## src/hdl/nha_pkg.sv

```systemverilog
`timescale 1ns / 1ps

package nha_pkg;

    localparam int NET_W   = 12;
    localparam int COORD_W = 32;
    localparam int WGT_W   = 16;
    localparam int WL_W    = 33;
    localparam int CHG_W   = 34;
    localparam int TOT_W   = 63;
    localparam int PROD_W  = WL_W + WGT_W;

    localparam int S_DATA_W = 96;
    localparam int S_USER_W = 2;
    localparam int M_DATA_W = 144;

    // input tdata layout
    localparam int NET_LSB = 0;
    localparam int X_LSB   = NET_LSB + NET_W;
    localparam int Y_LSB   = X_LSB + COORD_W;
    localparam int ACT_LSB = Y_LSB + COORD_W;
    localparam int WGT_LSB = ACT_LSB + 1;
    localparam int S_USED_W = WGT_LSB + WGT_W;

    // input tuser layout
    localparam int USER_FIRST = 0;
    localparam int USER_START = 1;

    // result tdata layout
    localparam int R_NET_LSB = 0;
    localparam int R_WL_LSB  = R_NET_LSB + NET_W;
    localparam int R_CHG_LSB = R_WL_LSB + WL_W;
    localparam int R_TOT_LSB = R_CHG_LSB + CHG_W;
    localparam int M_USED_W  = R_TOT_LSB + TOT_W;

    localparam int CFG_IDX_W  = 1;
    localparam int CFG_DATA_W = 1;

    typedef enum logic [CFG_IDX_W-1:0] {
        CFG_UPDATE_CACHE = 1'b0,
        CFG_USE_WEIGHTS  = 1'b1
    } cfg_reg_t;

    typedef struct packed {
        logic             valid;
        logic             last;
        logic             start;
        logic             active;
        logic             in_range;
        logic [NET_W-1:0] net;
        logic [WGT_W-1:0] weight;
    } pin_ctl_t;

    typedef struct packed {
        logic                    valid;
        logic                    last;
        logic                    start;
        logic [NET_W-1:0]        net;
        logic [WL_W-1:0]         wl;
        logic signed [CHG_W-1:0] change;
        logic [WGT_W-1:0]        weight;
    } net_res_t;

endpackage

```

## src/hdl/nha_box.sv

```systemverilog
`timescale 1ns / 1ps

module nha_box (
    input  logic                                 aclk,
    input  logic                                 aresetn,
    input  logic                                 upd_en,
    input  logic                                 first,
    input  logic signed [nha_pkg::COORD_W-1:0]   pin_x,
    input  logic signed [nha_pkg::COORD_W-1:0]   pin_y,
    output logic [nha_pkg::WL_W-1:0]             box_wl
);

    logic signed [nha_pkg::COORD_W-1:0] min_x_reg, max_x_reg, min_y_reg, max_y_reg;
    logic signed [nha_pkg::COORD_W-1:0] min_x_next, max_x_next, min_y_next, max_y_next;
    logic [nha_pkg::COORD_W-1:0] dx, dy;

    always_comb begin
        if (first) begin
            min_x_next = pin_x;
            max_x_next = pin_x;
            min_y_next = pin_y;
            max_y_next = pin_y;
        end else begin
            min_x_next = (pin_x < min_x_reg) ? pin_x : min_x_reg;
            max_x_next = (pin_x > max_x_reg) ? pin_x : max_x_reg;
            min_y_next = (pin_y < min_y_reg) ? pin_y : min_y_reg;
            max_y_next = (pin_y > max_y_reg) ? pin_y : max_y_reg;
        end
    end

    always_ff @(posedge aclk) begin
        if (!aresetn) begin
            min_x_reg <= '0;
            max_x_reg <= '0;
            min_y_reg <= '0;
            max_y_reg <= '0;
        end else if (upd_en) begin
            min_x_reg <= min_x_next;
            max_x_reg <= max_x_next;
            min_y_reg <= min_y_next;
            max_y_reg <= max_y_next;
        end
    end

    // max never below min, so the wrapped difference is the unsigned extent
    assign dx = nha_pkg::COORD_W'(max_x_reg - min_x_reg);
    assign dy = nha_pkg::COORD_W'(max_y_reg - min_y_reg);
    assign box_wl = {1'b0, dx} + {1'b0, dy};

endmodule

```

## config.mk

```make
export PLATFORM = sky130hd
export DESIGN_NAME = nha_box
export DESIGN_NICKNAME = d
export VERILOG_FILES = /design/src/hdl/nha_pkg.sv /design/src/hdl/nha_box.sv
export SDC_FILE = /design/constraint.sdc
export NUM_CORES = 1
export LEC_CHECK = 0
export BUFFER_PORTS_ARGS = -buffer_cell sky130_fd_sc_hd__buf_2
export CORE_MARGIN = 5
export CORE_UTILIZATION = 60
export CTS_CLUSTER_SIZE = 10
export DETAILED_ROUTE_END_ITERATION = 8
export GPL_TIMING_DRIVEN = 0
export MAX_ROUTING_LAYER = met4
export PLACE_DENSITY = 0.81
export SLEW_MARGIN = 20
export SYNTH_ARGS = -nofsm -noshare
export SYNTH_HDL_FRONTEND = slang
export SYNTH_SLANG_ARGS = --single-unit
```

## constraint.sdc

```tcl
create_clock -name aclk -period 6.4 [get_ports aclk]
set_clock_uncertainty 0.15 [all_clocks]
set_input_delay 0.32 -clock aclk [delete_from_list [all_inputs] [get_ports aclk]]
set_output_delay 0.32 -clock aclk [all_outputs]
set_load 0.05 [all_outputs]
```

==> results_dict.tcl <==
set metrics [dict create \
    status "finished clean" \
    cts_root_buffer "clkbuf_16" \
    seq_area_frac_synth_pct 20.80 \
    grt.overflow.total 0 \
    finalCritPeriodShare_pct 93.54 \
    crit_slowest_cell "fa_1" \
    worst_pin_slew_ns 0.7149 \
    dr.pass1.iters 5 \
    ant_nets 0 \
    rsz0062_at_grt "false" \
    cts-htree-levels 4 \
    die_w_um 153.3 \
    synth_edf_count 0 \
    viasPerCell 5.919 \
    layout.nets 1941 \
    maxCapViolCount 0 \
    post-route-util_pct 68.04 \
    p_int_w 0.003054 \
    grt_pass1_wl_um 54520 \
    synth_top_area_share_pct 22.34 \
    cp-end-kind "primary output" \
    setup_viol 0 \
    syn_area_mm2 0.01232 \
    start_util_pct 60.90 \
    track_usage_pct 28.65 \
    arrival_ns 5.52 \
    crit_top_cell "a21oi_1" \
    p_switching_w 0.003891 \
    min_period_ns 5.986 \
    drt-total-wl_um 32720 \
    clk_pin_slew_ns 0.06 \
    drc 0 \
    final_max_slew_viol_count 0 \
    relSlewSlack_pct 52.34 \
    setup-tns-final_ns 0 \
    p_seq_share_pct 13.3 \
    core_mm2 0.02023 \
    post-dp-hpwl_um 25810 \
    p_leak_nw 6.621 \
    pin_count 101 \
    start_kind "register" \
    worst_ep_required_time_ns 5.93 \
    fmax_mhz 167.0 \
    syn_area_per_cell_um2 8.048 \
    vdd_drop_max_uv 1044 \
    io_buffers 99 \
    antenna_found_initial 0 \
    synthArstFlopShare_pct 0 \
    wire_per_inst_um 16.93 \
    yosysMostFrequentCell "nand2_1" \
    clock_path_buffers 2 \
    numClockSinks 128 \
    drt_iter0_markers 642 \
    crit_buf_inv 4 \
    synth_ff_type "dfxtp_1" \
    dieHeight_um 153.3 \
    netlist_instances 1531 \
    powerDensity_mw_per_mm2 504.5 \
    synthesis.nets 1822 \
    path_class "reg2out" \
    holdBufCountCts 0 \
    cts_buffers 17 \
    power_frac_clock_pct 14.1 \
    synth_cell_types 57 \
    path_cells "inv_1 > ha_1 > inv_1 > fa_1 > a211o_1 > a21oi_2 > o221ai_2 > a21o_1 > a21oi_1 > o21a_1 > o21ai_0 > a21oi_1 > xnor2_1 > ha_1 > clkbuf_1 > a21o_1 > a211oi_1 > nand4_1 > a311oi_2 > o21ai_0 > a21oi_1 > xnor2_1 > clkbuf_4" \
    die-area_mm2 0.02350 \
    grt_max_degree 17 \
    antennaDiodeCount 0 \
    path_max_fanout 8 \
    grt_pass1_vias 11580 \
    drive_above_1_share_pct 9.621 \
    crit_family "compound AO/OA/AOI/OAI gates" \
    slowest_delay_ns 0.42 \
    hold_viol_final 0 \
    p_comb_share_pct 72.6 \
    synth-seq-cells 128 \
    num_rows 52 \
    via_count 11440 \
    place.gp.congestion 0.9635 \
    syn_to_final_growth_pct 11.73 \
    synthTopCellsByCount "nand2_1, ha_1, inv_1" \
    clock_latency_ns 0.42 \
    synth_area_leader_cell "ha_1" \
    cts_tree "done" \
    switching_share_pct 56.03 \
    synthTopCellsByArea "ha_1, dfxtp_1, mux2i_1" \
    yosysWarningCount 0 \
    hp-class "in2reg" \
]
[final timing paths]
check	startpoint	endpoint	slack [ns]	cells past startpoint
hold reg to reg	min_y_reg[4]$_SDFFE_PN0P_	min_y_reg[4]$_SDFFE_PN0P_	0.31	2
setup / recovery	max_x_reg[0]$_SDFFE_PN0P_	box_wl[31]	0.41	23
hold / removal	pin_x[2]	min_x_reg[2]$_SDFFE_PN0P_	0.04	3
setup reg to reg	min_y_reg[9]$_SDFFE_PN0P_	min_y_reg[19]$_SDFFE_PN0P_	2.86	12
[worst min-delay path, stage by stage]
cell	delay, ns
buf_2	0.12
nand2_1	0.07
mux2i_1	0.06
[layout by cell type, fill, tap and decap left out, drive strengths merged, types with 18 or more instances in the layout]
master / n
nand2: 225
ha: 220
inv: 162
mux2i: 129
dfxtp: 128
buf: 111
a21oi: 100
a21o: 94
o21ai: 63
xnor2: 62
nor2: 60
clkbuf: 51
nand4: 39
xor2: 21
o21a: 18
[final cells by class]
| class | count | area [µm²] |
|---|---|---|
| multi-input combinational | 1200 | 8999 |
| fill | 1687 | 6467 |
| sequential | 128 | 2562 |
| inverter | 162 | 608.1 |
| timing repair buffer | 100 | 508.0 |
| clock buffer | 21 | 470.5 |
| tap | 270 | 337.8 |
| buffer | 41 | 168.9 |
| clock inverter | 11 | 112.6 |
[through the flow]
stage,power (W),cells,setup slack [ns],hold slack [ns],cell area [µm²]
after global routing,0.007390,1933,0.004005,0.04059,13770
after global placement,0.005795,1900,0.7058,0.2923,13160
after floorplan,0.004801,1531,1.281,0.2847,12320
after CTS,0.006877,1932,0.2021,0.03521,13740
after detailed placement,0.005873,1900,0.6899,0.2980,13160
final,0.006946,1933,0.4137,0.04073,13770
[power by group through the flow]
| stage | logic [W] | clock network [W] | registers, W |
|---|---|---|---|
| 2_1_floorplan | 0.00388 | 0 | 0.000919 |
| 3_3_place_gp | 0.00486 | 0 | 0.000933 |
| 5_1_grt | 0.00543 | 0.00103 | 0.000929 |
| 3_5_place_dp | 0.00494 | 0 | 0.000936 |
| 6_report | 0.00504 | 0.000982 | 0.000920 |
| 4_1_cts | 0.00497 | 0.000986 | 0.000919 |
[cell families after synthesis]
family | synth area share (%)
AOI/OAI and AO/OA | 18.95
adders and majority gates | 22.83
DFF | 20.80
buffers and inverters | 6.306
and+or+nand+nor | 14.74
xor gates and xnor gates | 5.900
muxes | 10.48
[metal layers]
metal / vias up / GRT usage, % / share of wire [%]
met1: 5359 / 35.29 / 44
met5: - / - / 0
li1: 5640 / - / -
met4: 0 / 11.07 / 2.9
met2: 367 / 47.38 / 47
met3: 76 / 4.326 / 5.6
[what timing repair did]
item,CTS,global route
resized for setup,0,5
endpoints found under the setup margin,0,3
buffers inserted,0,1
No activity file was read; power rests on OpenSTA's default activity.
