===== src/hdl/nha_pkg.sv =====
`timescale 1ns / 1ps

package nha_pkg;

    localparam int NET_W   = 12;
    localparam int COORD_W = 32;
    localparam int WGT_W   = 16;
    localparam int WL_W    = 33;
    localparam int CHG_W   = 34;
    localparam int TOT_W   = 63;
    localparam int PROD_W  = WL_W + WGT_W;

    localparam int S_DATA_W = 96;
    localparam int S_USER_W = 2;
    localparam int M_DATA_W = 144;

    // input tdata layout
    localparam int NET_LSB = 0;
    localparam int X_LSB   = NET_LSB + NET_W;
    localparam int Y_LSB   = X_LSB + COORD_W;
    localparam int ACT_LSB = Y_LSB + COORD_W;
    localparam int WGT_LSB = ACT_LSB + 1;
    localparam int S_USED_W = WGT_LSB + WGT_W;

    // input tuser layout
    localparam int USER_FIRST = 0;
    localparam int USER_START = 1;

    // result tdata layout
    localparam int R_NET_LSB = 0;
    localparam int R_WL_LSB  = R_NET_LSB + NET_W;
    localparam int R_CHG_LSB = R_WL_LSB + WL_W;
    localparam int R_TOT_LSB = R_CHG_LSB + CHG_W;
    localparam int M_USED_W  = R_TOT_LSB + TOT_W;

    localparam int CFG_IDX_W  = 1;
    localparam int CFG_DATA_W = 1;

    typedef enum logic [CFG_IDX_W-1:0] {
        CFG_UPDATE_CACHE = 1'b0,
        CFG_USE_WEIGHTS  = 1'b1
    } cfg_reg_t;

    typedef struct packed {
        logic             valid;
        logic             last;
        logic             start;
        logic             active;
        logic             in_range;
        logic [NET_W-1:0] net;
        logic [WGT_W-1:0] weight;
    } pin_ctl_t;

    typedef struct packed {
        logic                    valid;
        logic                    last;
        logic                    start;
        logic [NET_W-1:0]        net;
        logic [WL_W-1:0]         wl;
        logic signed [CHG_W-1:0] change;
        logic [WGT_W-1:0]        weight;
    } net_res_t;

endpackage


===== src/hdl/nha_accum.sv =====
`timescale 1ns / 1ps

module nha_accum #(
    parameter int WEIGHT_FRACTION_BITS = 8
) (
    input  logic                            aclk,
    input  logic                            aresetn,
    input  nha_pkg::net_res_t               res_in,
    input  logic                            use_weights,
    output logic                            pipe_en,
    output logic                            m_tvalid,
    input  logic                            m_tready,
    output logic [nha_pkg::M_DATA_W-1:0]    m_tdata
);

    nha_pkg::net_res_t          s2_reg;
    logic                       s3_valid_reg;
    logic                       s3_last_reg;
    logic                       s3_start_reg;
    logic [nha_pkg::NET_W-1:0]  s3_net_reg;
    logic [nha_pkg::WL_W-1:0]   s3_wl_reg;
    logic [nha_pkg::CHG_W-1:0]  s3_chg_reg;
    logic [nha_pkg::PROD_W-1:0] s3_contrib_reg;
    logic [nha_pkg::TOT_W-1:0]  total_reg, total_next, total_base;
    logic [nha_pkg::TOT_W:0]    total_sum;
    logic [nha_pkg::PROD_W-1:0] product, contrib_next;
    logic                       m_valid_reg;
    logic [nha_pkg::M_DATA_W-1:0] m_data_reg;

    assign pipe_en = !m_valid_reg || m_tready;

    assign product      = nha_pkg::PROD_W'(s2_reg.wl) * nha_pkg::PROD_W'(s2_reg.weight);
    assign contrib_next = use_weights ? (product >> WEIGHT_FRACTION_BITS)
                                      : nha_pkg::PROD_W'(s2_reg.wl);

    always_comb begin
        total_base = s3_start_reg ? '0 : total_reg;
        total_sum  = {1'b0, total_base} + (nha_pkg::TOT_W + 1)'(s3_contrib_reg);
        if (!s3_last_reg) begin
            total_next = total_base;
        end else if (total_sum[nha_pkg::TOT_W]) begin
            total_next = '1;
        end else begin
            total_next = total_sum[nha_pkg::TOT_W-1:0];
        end
    end

    always_ff @(posedge aclk) begin
        if (!aresetn) begin
            s2_reg.valid <= 1'b0;
            s3_valid_reg <= 1'b0;
            m_valid_reg  <= 1'b0;
            total_reg    <= '0;
        end else if (pipe_en) begin
            s2_reg.valid <= res_in.valid;
            s3_valid_reg <= s2_reg.valid;
            m_valid_reg  <= s3_valid_reg && s3_last_reg;
            if (s3_valid_reg) begin
                total_reg <= total_next;
            end
        end
        if (pipe_en) begin
            s2_reg.last    <= res_in.last;
            s2_reg.start   <= res_in.start;
            s2_reg.net     <= res_in.net;
            s2_reg.wl      <= res_in.wl;
            s2_reg.change  <= res_in.change;
            s2_reg.weight  <= res_in.weight;
            s3_last_reg    <= s2_reg.last;
            s3_start_reg   <= s2_reg.start;
            s3_net_reg     <= s2_reg.net;
            s3_wl_reg      <= s2_reg.wl;
            s3_chg_reg     <= s2_reg.change;
            s3_contrib_reg <= contrib_next;
            m_data_reg     <= {(nha_pkg::M_DATA_W - nha_pkg::M_USED_W)'(0), total_next,
                               s3_chg_reg, s3_wl_reg, s3_net_reg};
        end
    end

    assign m_tvalid = m_valid_reg;
    assign m_tdata  = m_data_reg;

endmodule


===== config.mk =====
export PLATFORM = sky130hd
export DESIGN_NAME = nha_accum
export DESIGN_NICKNAME = d
export VERILOG_FILES = /design/src/hdl/nha_pkg.sv /design/src/hdl/nha_accum.sv
export SDC_FILE = /design/constraint.sdc
export NUM_CORES = 2
export LEC_CHECK = 0
export BUFFER_PORTS_ARGS = -buffer_cell sky130_fd_sc_hd__buf_2
export CORE_MARGIN = 2
export CORE_UTILIZATION = 55
export DETAILED_ROUTE_END_ITERATION = 10
export PLACE_DENSITY = 0.8
export REMOVE_ABC_BUFFERS = 1
export SYNTH_ARGS = -nofsm -noshare
export SYNTH_HDL_FRONTEND = slang
export SYNTH_SLANG_ARGS = --single-unit

===== constraint.sdc =====
create_clock -name aclk -period 31.1 [get_ports aclk]
set_input_delay 6.22 -clock aclk [delete_from_list [all_inputs] [get_ports aclk]]
set_output_delay 6.22 -clock aclk [all_outputs]
set_load 0.1 [all_outputs]

==> impl_metrics.csv <==
group,metric,value,unit
status,status,"complete, no violations",
clocking,clockRootBuffer,"clkbuf_16",
routing,drtIter0Drc,1773,
routing,wl,81.3,mm
logic_synthesis,ys_seq_area_frac,0.353,
place,gp_congestion,0.920,
worst_setup_path,crit_top_cell,"buf_2",
worst_setup_path,path_class,"input port to primary output",
die,dieArea,64700,µm²
worst_setup_path,cpMaxStageDelayCell,"buf_2",
sta,drv_slew,0,
sta,slew_headroom,0.167,
sta,fmax,75.1,MHz
sta,rsz0062_at_grt,"no",
sta,skew,0.0372,ns
routing,vias_per_cell,5.58,
global_route,grt-ovfl-total,0,
clocking,clk_latency,0.61,ns
global_route,grt_max_degree,84,
worst_setup_path,cp_data_required_time,24.88,ns
sta,tns,0,ns
routing,first_pass_iters,5,
clocking,clkTransAtPathRegs,0.06,ns
logic_synthesis,syn_avg_cell_area,10.5,µm²
logic_synthesis,synth_edf_count,361,
logic_synthesis,yosysWarnings,0,
place,io_buffers,245,
layout,drive_above_1_share,0.126,
clocking,cts_tree,"built",
clocking,ctsLongestPathBuffers,3,
clocking,ctsHtreeMaxLevel,2,
logic_synthesis,synth_cell_types,93,
global_route,grt_pass1_vias,24800,
sta,timing_hold_violations_final,0,
global_route,antenna_found_initial,3,
layout,largest_register_ffs,142,
layout,fin_nets,4131,
layout,regArea,12200,µm²
logic_synthesis,syn_inst,3279,
worst_setup_path,start_kind,"input port",
layout,multi_input_area,19700,µm²
die,die_h,254,µm
clocking,holdBufCountCts,0,
worst_setup_path,worstPathMaxFanout,7,
die,io_pins,248,
worst_setup_path,cp_cell_sequence,"buf_2, nand2b_4, buf_2",
run,drv_cap,0,
clocking,postCtsSetupBuffers,0,
die,die_w,254,µm
global_route,track_usage,0.260,
routing,ant_nets,0,
routing,drc,0,
sta,post-route-min-period,13.31,ns
min_path,min_path_type,"flop to flop",
layout,fillers,4950,
die,start_util,0.557,
clocking,cts.repair.resized,0,
worst_setup_path,crit_path_max_incr_delay,0.49,ns
logic_synthesis,syn-cell-area,34500,µm²
clocking,numCtsBuffers,46,
logic_synthesis,async_flop_share,0,
worst_setup_path,critPathCaptureType,"primary output",
routing,num_vias,24100,
place,dp_hpwl,57.8,mm
logic_synthesis,ys.flop_type,"edfxtp_1",
layout,area_delta_synth_final,10.0,%
die,rows,91,
clocking,cts.sinks,427,
sta,period_share,0.428,
worst_setup_path,critPathArrivalTime,7.09,ns
logic_synthesis,ys_ff_latch,427,
global_route,grt_pass1_wl,131,mm
die,coreArea,61800,µm²
routing,routedWlPerCell,18.8,µm
sta,setup_viol,0,
sta,worst_pin_slew,1.25,ns
[cell usage in the layout, fill, tap and decap left out, types with 21 or more instances in the layout]
cell type	netlist	final
clkbuf_16	0	48
inv_1	501	501
a21o_1	42	42
buf_4	6	37
a31oi_1	40	40
ha_1	159	159
nor3_1	21	21
nand2b_1	22	21
mux2_2	30	30
dfxtp_1	66	66
nand4_1	26	26
xnor2_1	49	49
nand3_1	30	30
buf_2	18	245
and2_1	199	198
o21ai_0	67	67
nor2_1	125	125
a21oi_1	145	145
xor2_1	38	38
fa_1	432	432
edfxtp_1	361	361
nand2_1	472	471
nor2b_1	62	62
[synthesized netlist by cell type, types with 5 or more instances]
master | n | area (µm²)
nand4_1 | 26 | 163
and3_1 | 19 | 119
clkbuf_1 | 142 | 533
nand3_1 | 30 | 150
edfxtp_1 | 361 | 10800
nor2_1 | 125 | 469
dfxtp_1 | 66 | 1320
a21o_1 | 42 | 315
nand2b_1 | 22 | 138
a31oi_1 | 40 | 250
nand2_1 | 472 | 1770
o211ai_1 | 10 | 75.1
a21oi_2 | 5 | 43.8
nor3_1 | 21 | 105
o21ai_0 | 67 | 335
inv_1 | 501 | 1880
fa_1 | 432 | 8650
and2_1 | 199 | 1240
ha_1 | 159 | 1990
or3_1 | 6 | 37.5
buf_1 | 5 | 18.8
mux2_2 | 30 | 338
o21bai_1 | 8 | 60.1
a221oi_1 | 5 | 43.8
a211oi_1 | 5 | 37.5
buf_2 | 18 | 90.1
o31ai_1 | 5 | 37.5
or2_2 | 5 | 31.3
xor2_1 | 38 | 333
xnor2_1 | 49 | 429
a211oi_2 | 5 | 62.6
a21oi_1 | 145 | 726
a31o_2 | 7 | 61.3
mux2i_1 | 18 | 180
o21a_1 | 14 | 105
buf_4 | 6 | 45.0
nor2b_1 | 62 | 388
o21ba_2 | 6 | 60.1
[metal layers]
| layer | vias up | global-route usage | part of all wire |
|---|---|---|---|
| met1 | 11900 | 0.355 | 0.41 |
| met3 | 187 | 0.0429 | 0.079 |
| met2 | 986 | 0.423 | 0.48 |
| met4 | 2 | 0.0896 | 0.032 |
| li1 | 11000 | - | - |
| met5 | - | 0 | 0.00017 |
[through the flow]
| stage | util | area (µm²) | hold WS (ns) | cells | setup slack (ns) |
|---|---|---|---|---|---|
| 2_1_floorplan | - | 33800 | 0.400 | 3108 | 9.22 |
| 3_3_place_gp | 0.588 | 36300 | 0.400 | 4227 | 17.74 |
| 3_5_place_dp | 0.588 | 36300 | 0.405 | 4227 | 17.74 |
| 4_1_cts | 0.613 | 37900 | 0.388 | 4312 | 17.74 |
| 5_1_grt | 0.613 | 37900 | 0.403 | 4313 | 17.76 |
| 6_report | 0.613 | 37900 | 0.382 | 4314 | 17.79 |
[critical path, delay by kind of cell]
kind	cells	cell delay [ns]
simple gates	1	0.28
buf+inv	2	0.57
[area by class of cell]
cell class / count / share of cell area
inverters: 501 / 0.0496
well taps: 837 / 0.0276
flip-flops and latches: 427 / 0.321
repair buffers: 282 / 0.0397
diodes: 2 / 0.000132
clock buffers: 58 / 0.0329
clock inverters: 27 / 0.00894
multi-input cells: 2180 / 0.520
[worst paths after layout]
path,startpoint,to,slack (ns),cells after the start
min reg2reg,s3_chg_reg[28]$_DFFE_PN_,m_tdata[73]$_DFFE_PN_,0.38,0
max reg2reg,s2_reg[69]$_DFFE_PN_,s3_contrib_reg[40]$_SDFFCE_PN0N_,23.76,19
min,s3_chg_reg[28]$_DFFE_PN_,m_tdata[73]$_DFFE_PN_,0.38,0
max,m_tready,pipe_en,17.79,3
[kinds of logic (layout without fill, tap and decap cells)]
family,after synthesis,count (layout),share of synthesized area
simple gates,1021,1021,0.143
buf+inv,673,868,0.0748
fa+ha+maj,591,591,0.309
compound gates,429,429,0.0829
flops,427,427,0.353
xor+xnor,87,87,0.0221
mux,50,50,0.0157
other cells,1,4,0.000109
Power is not shown: default switching activity piles up to over one toggle a cycle in this logic, so the estimate is an artifact.
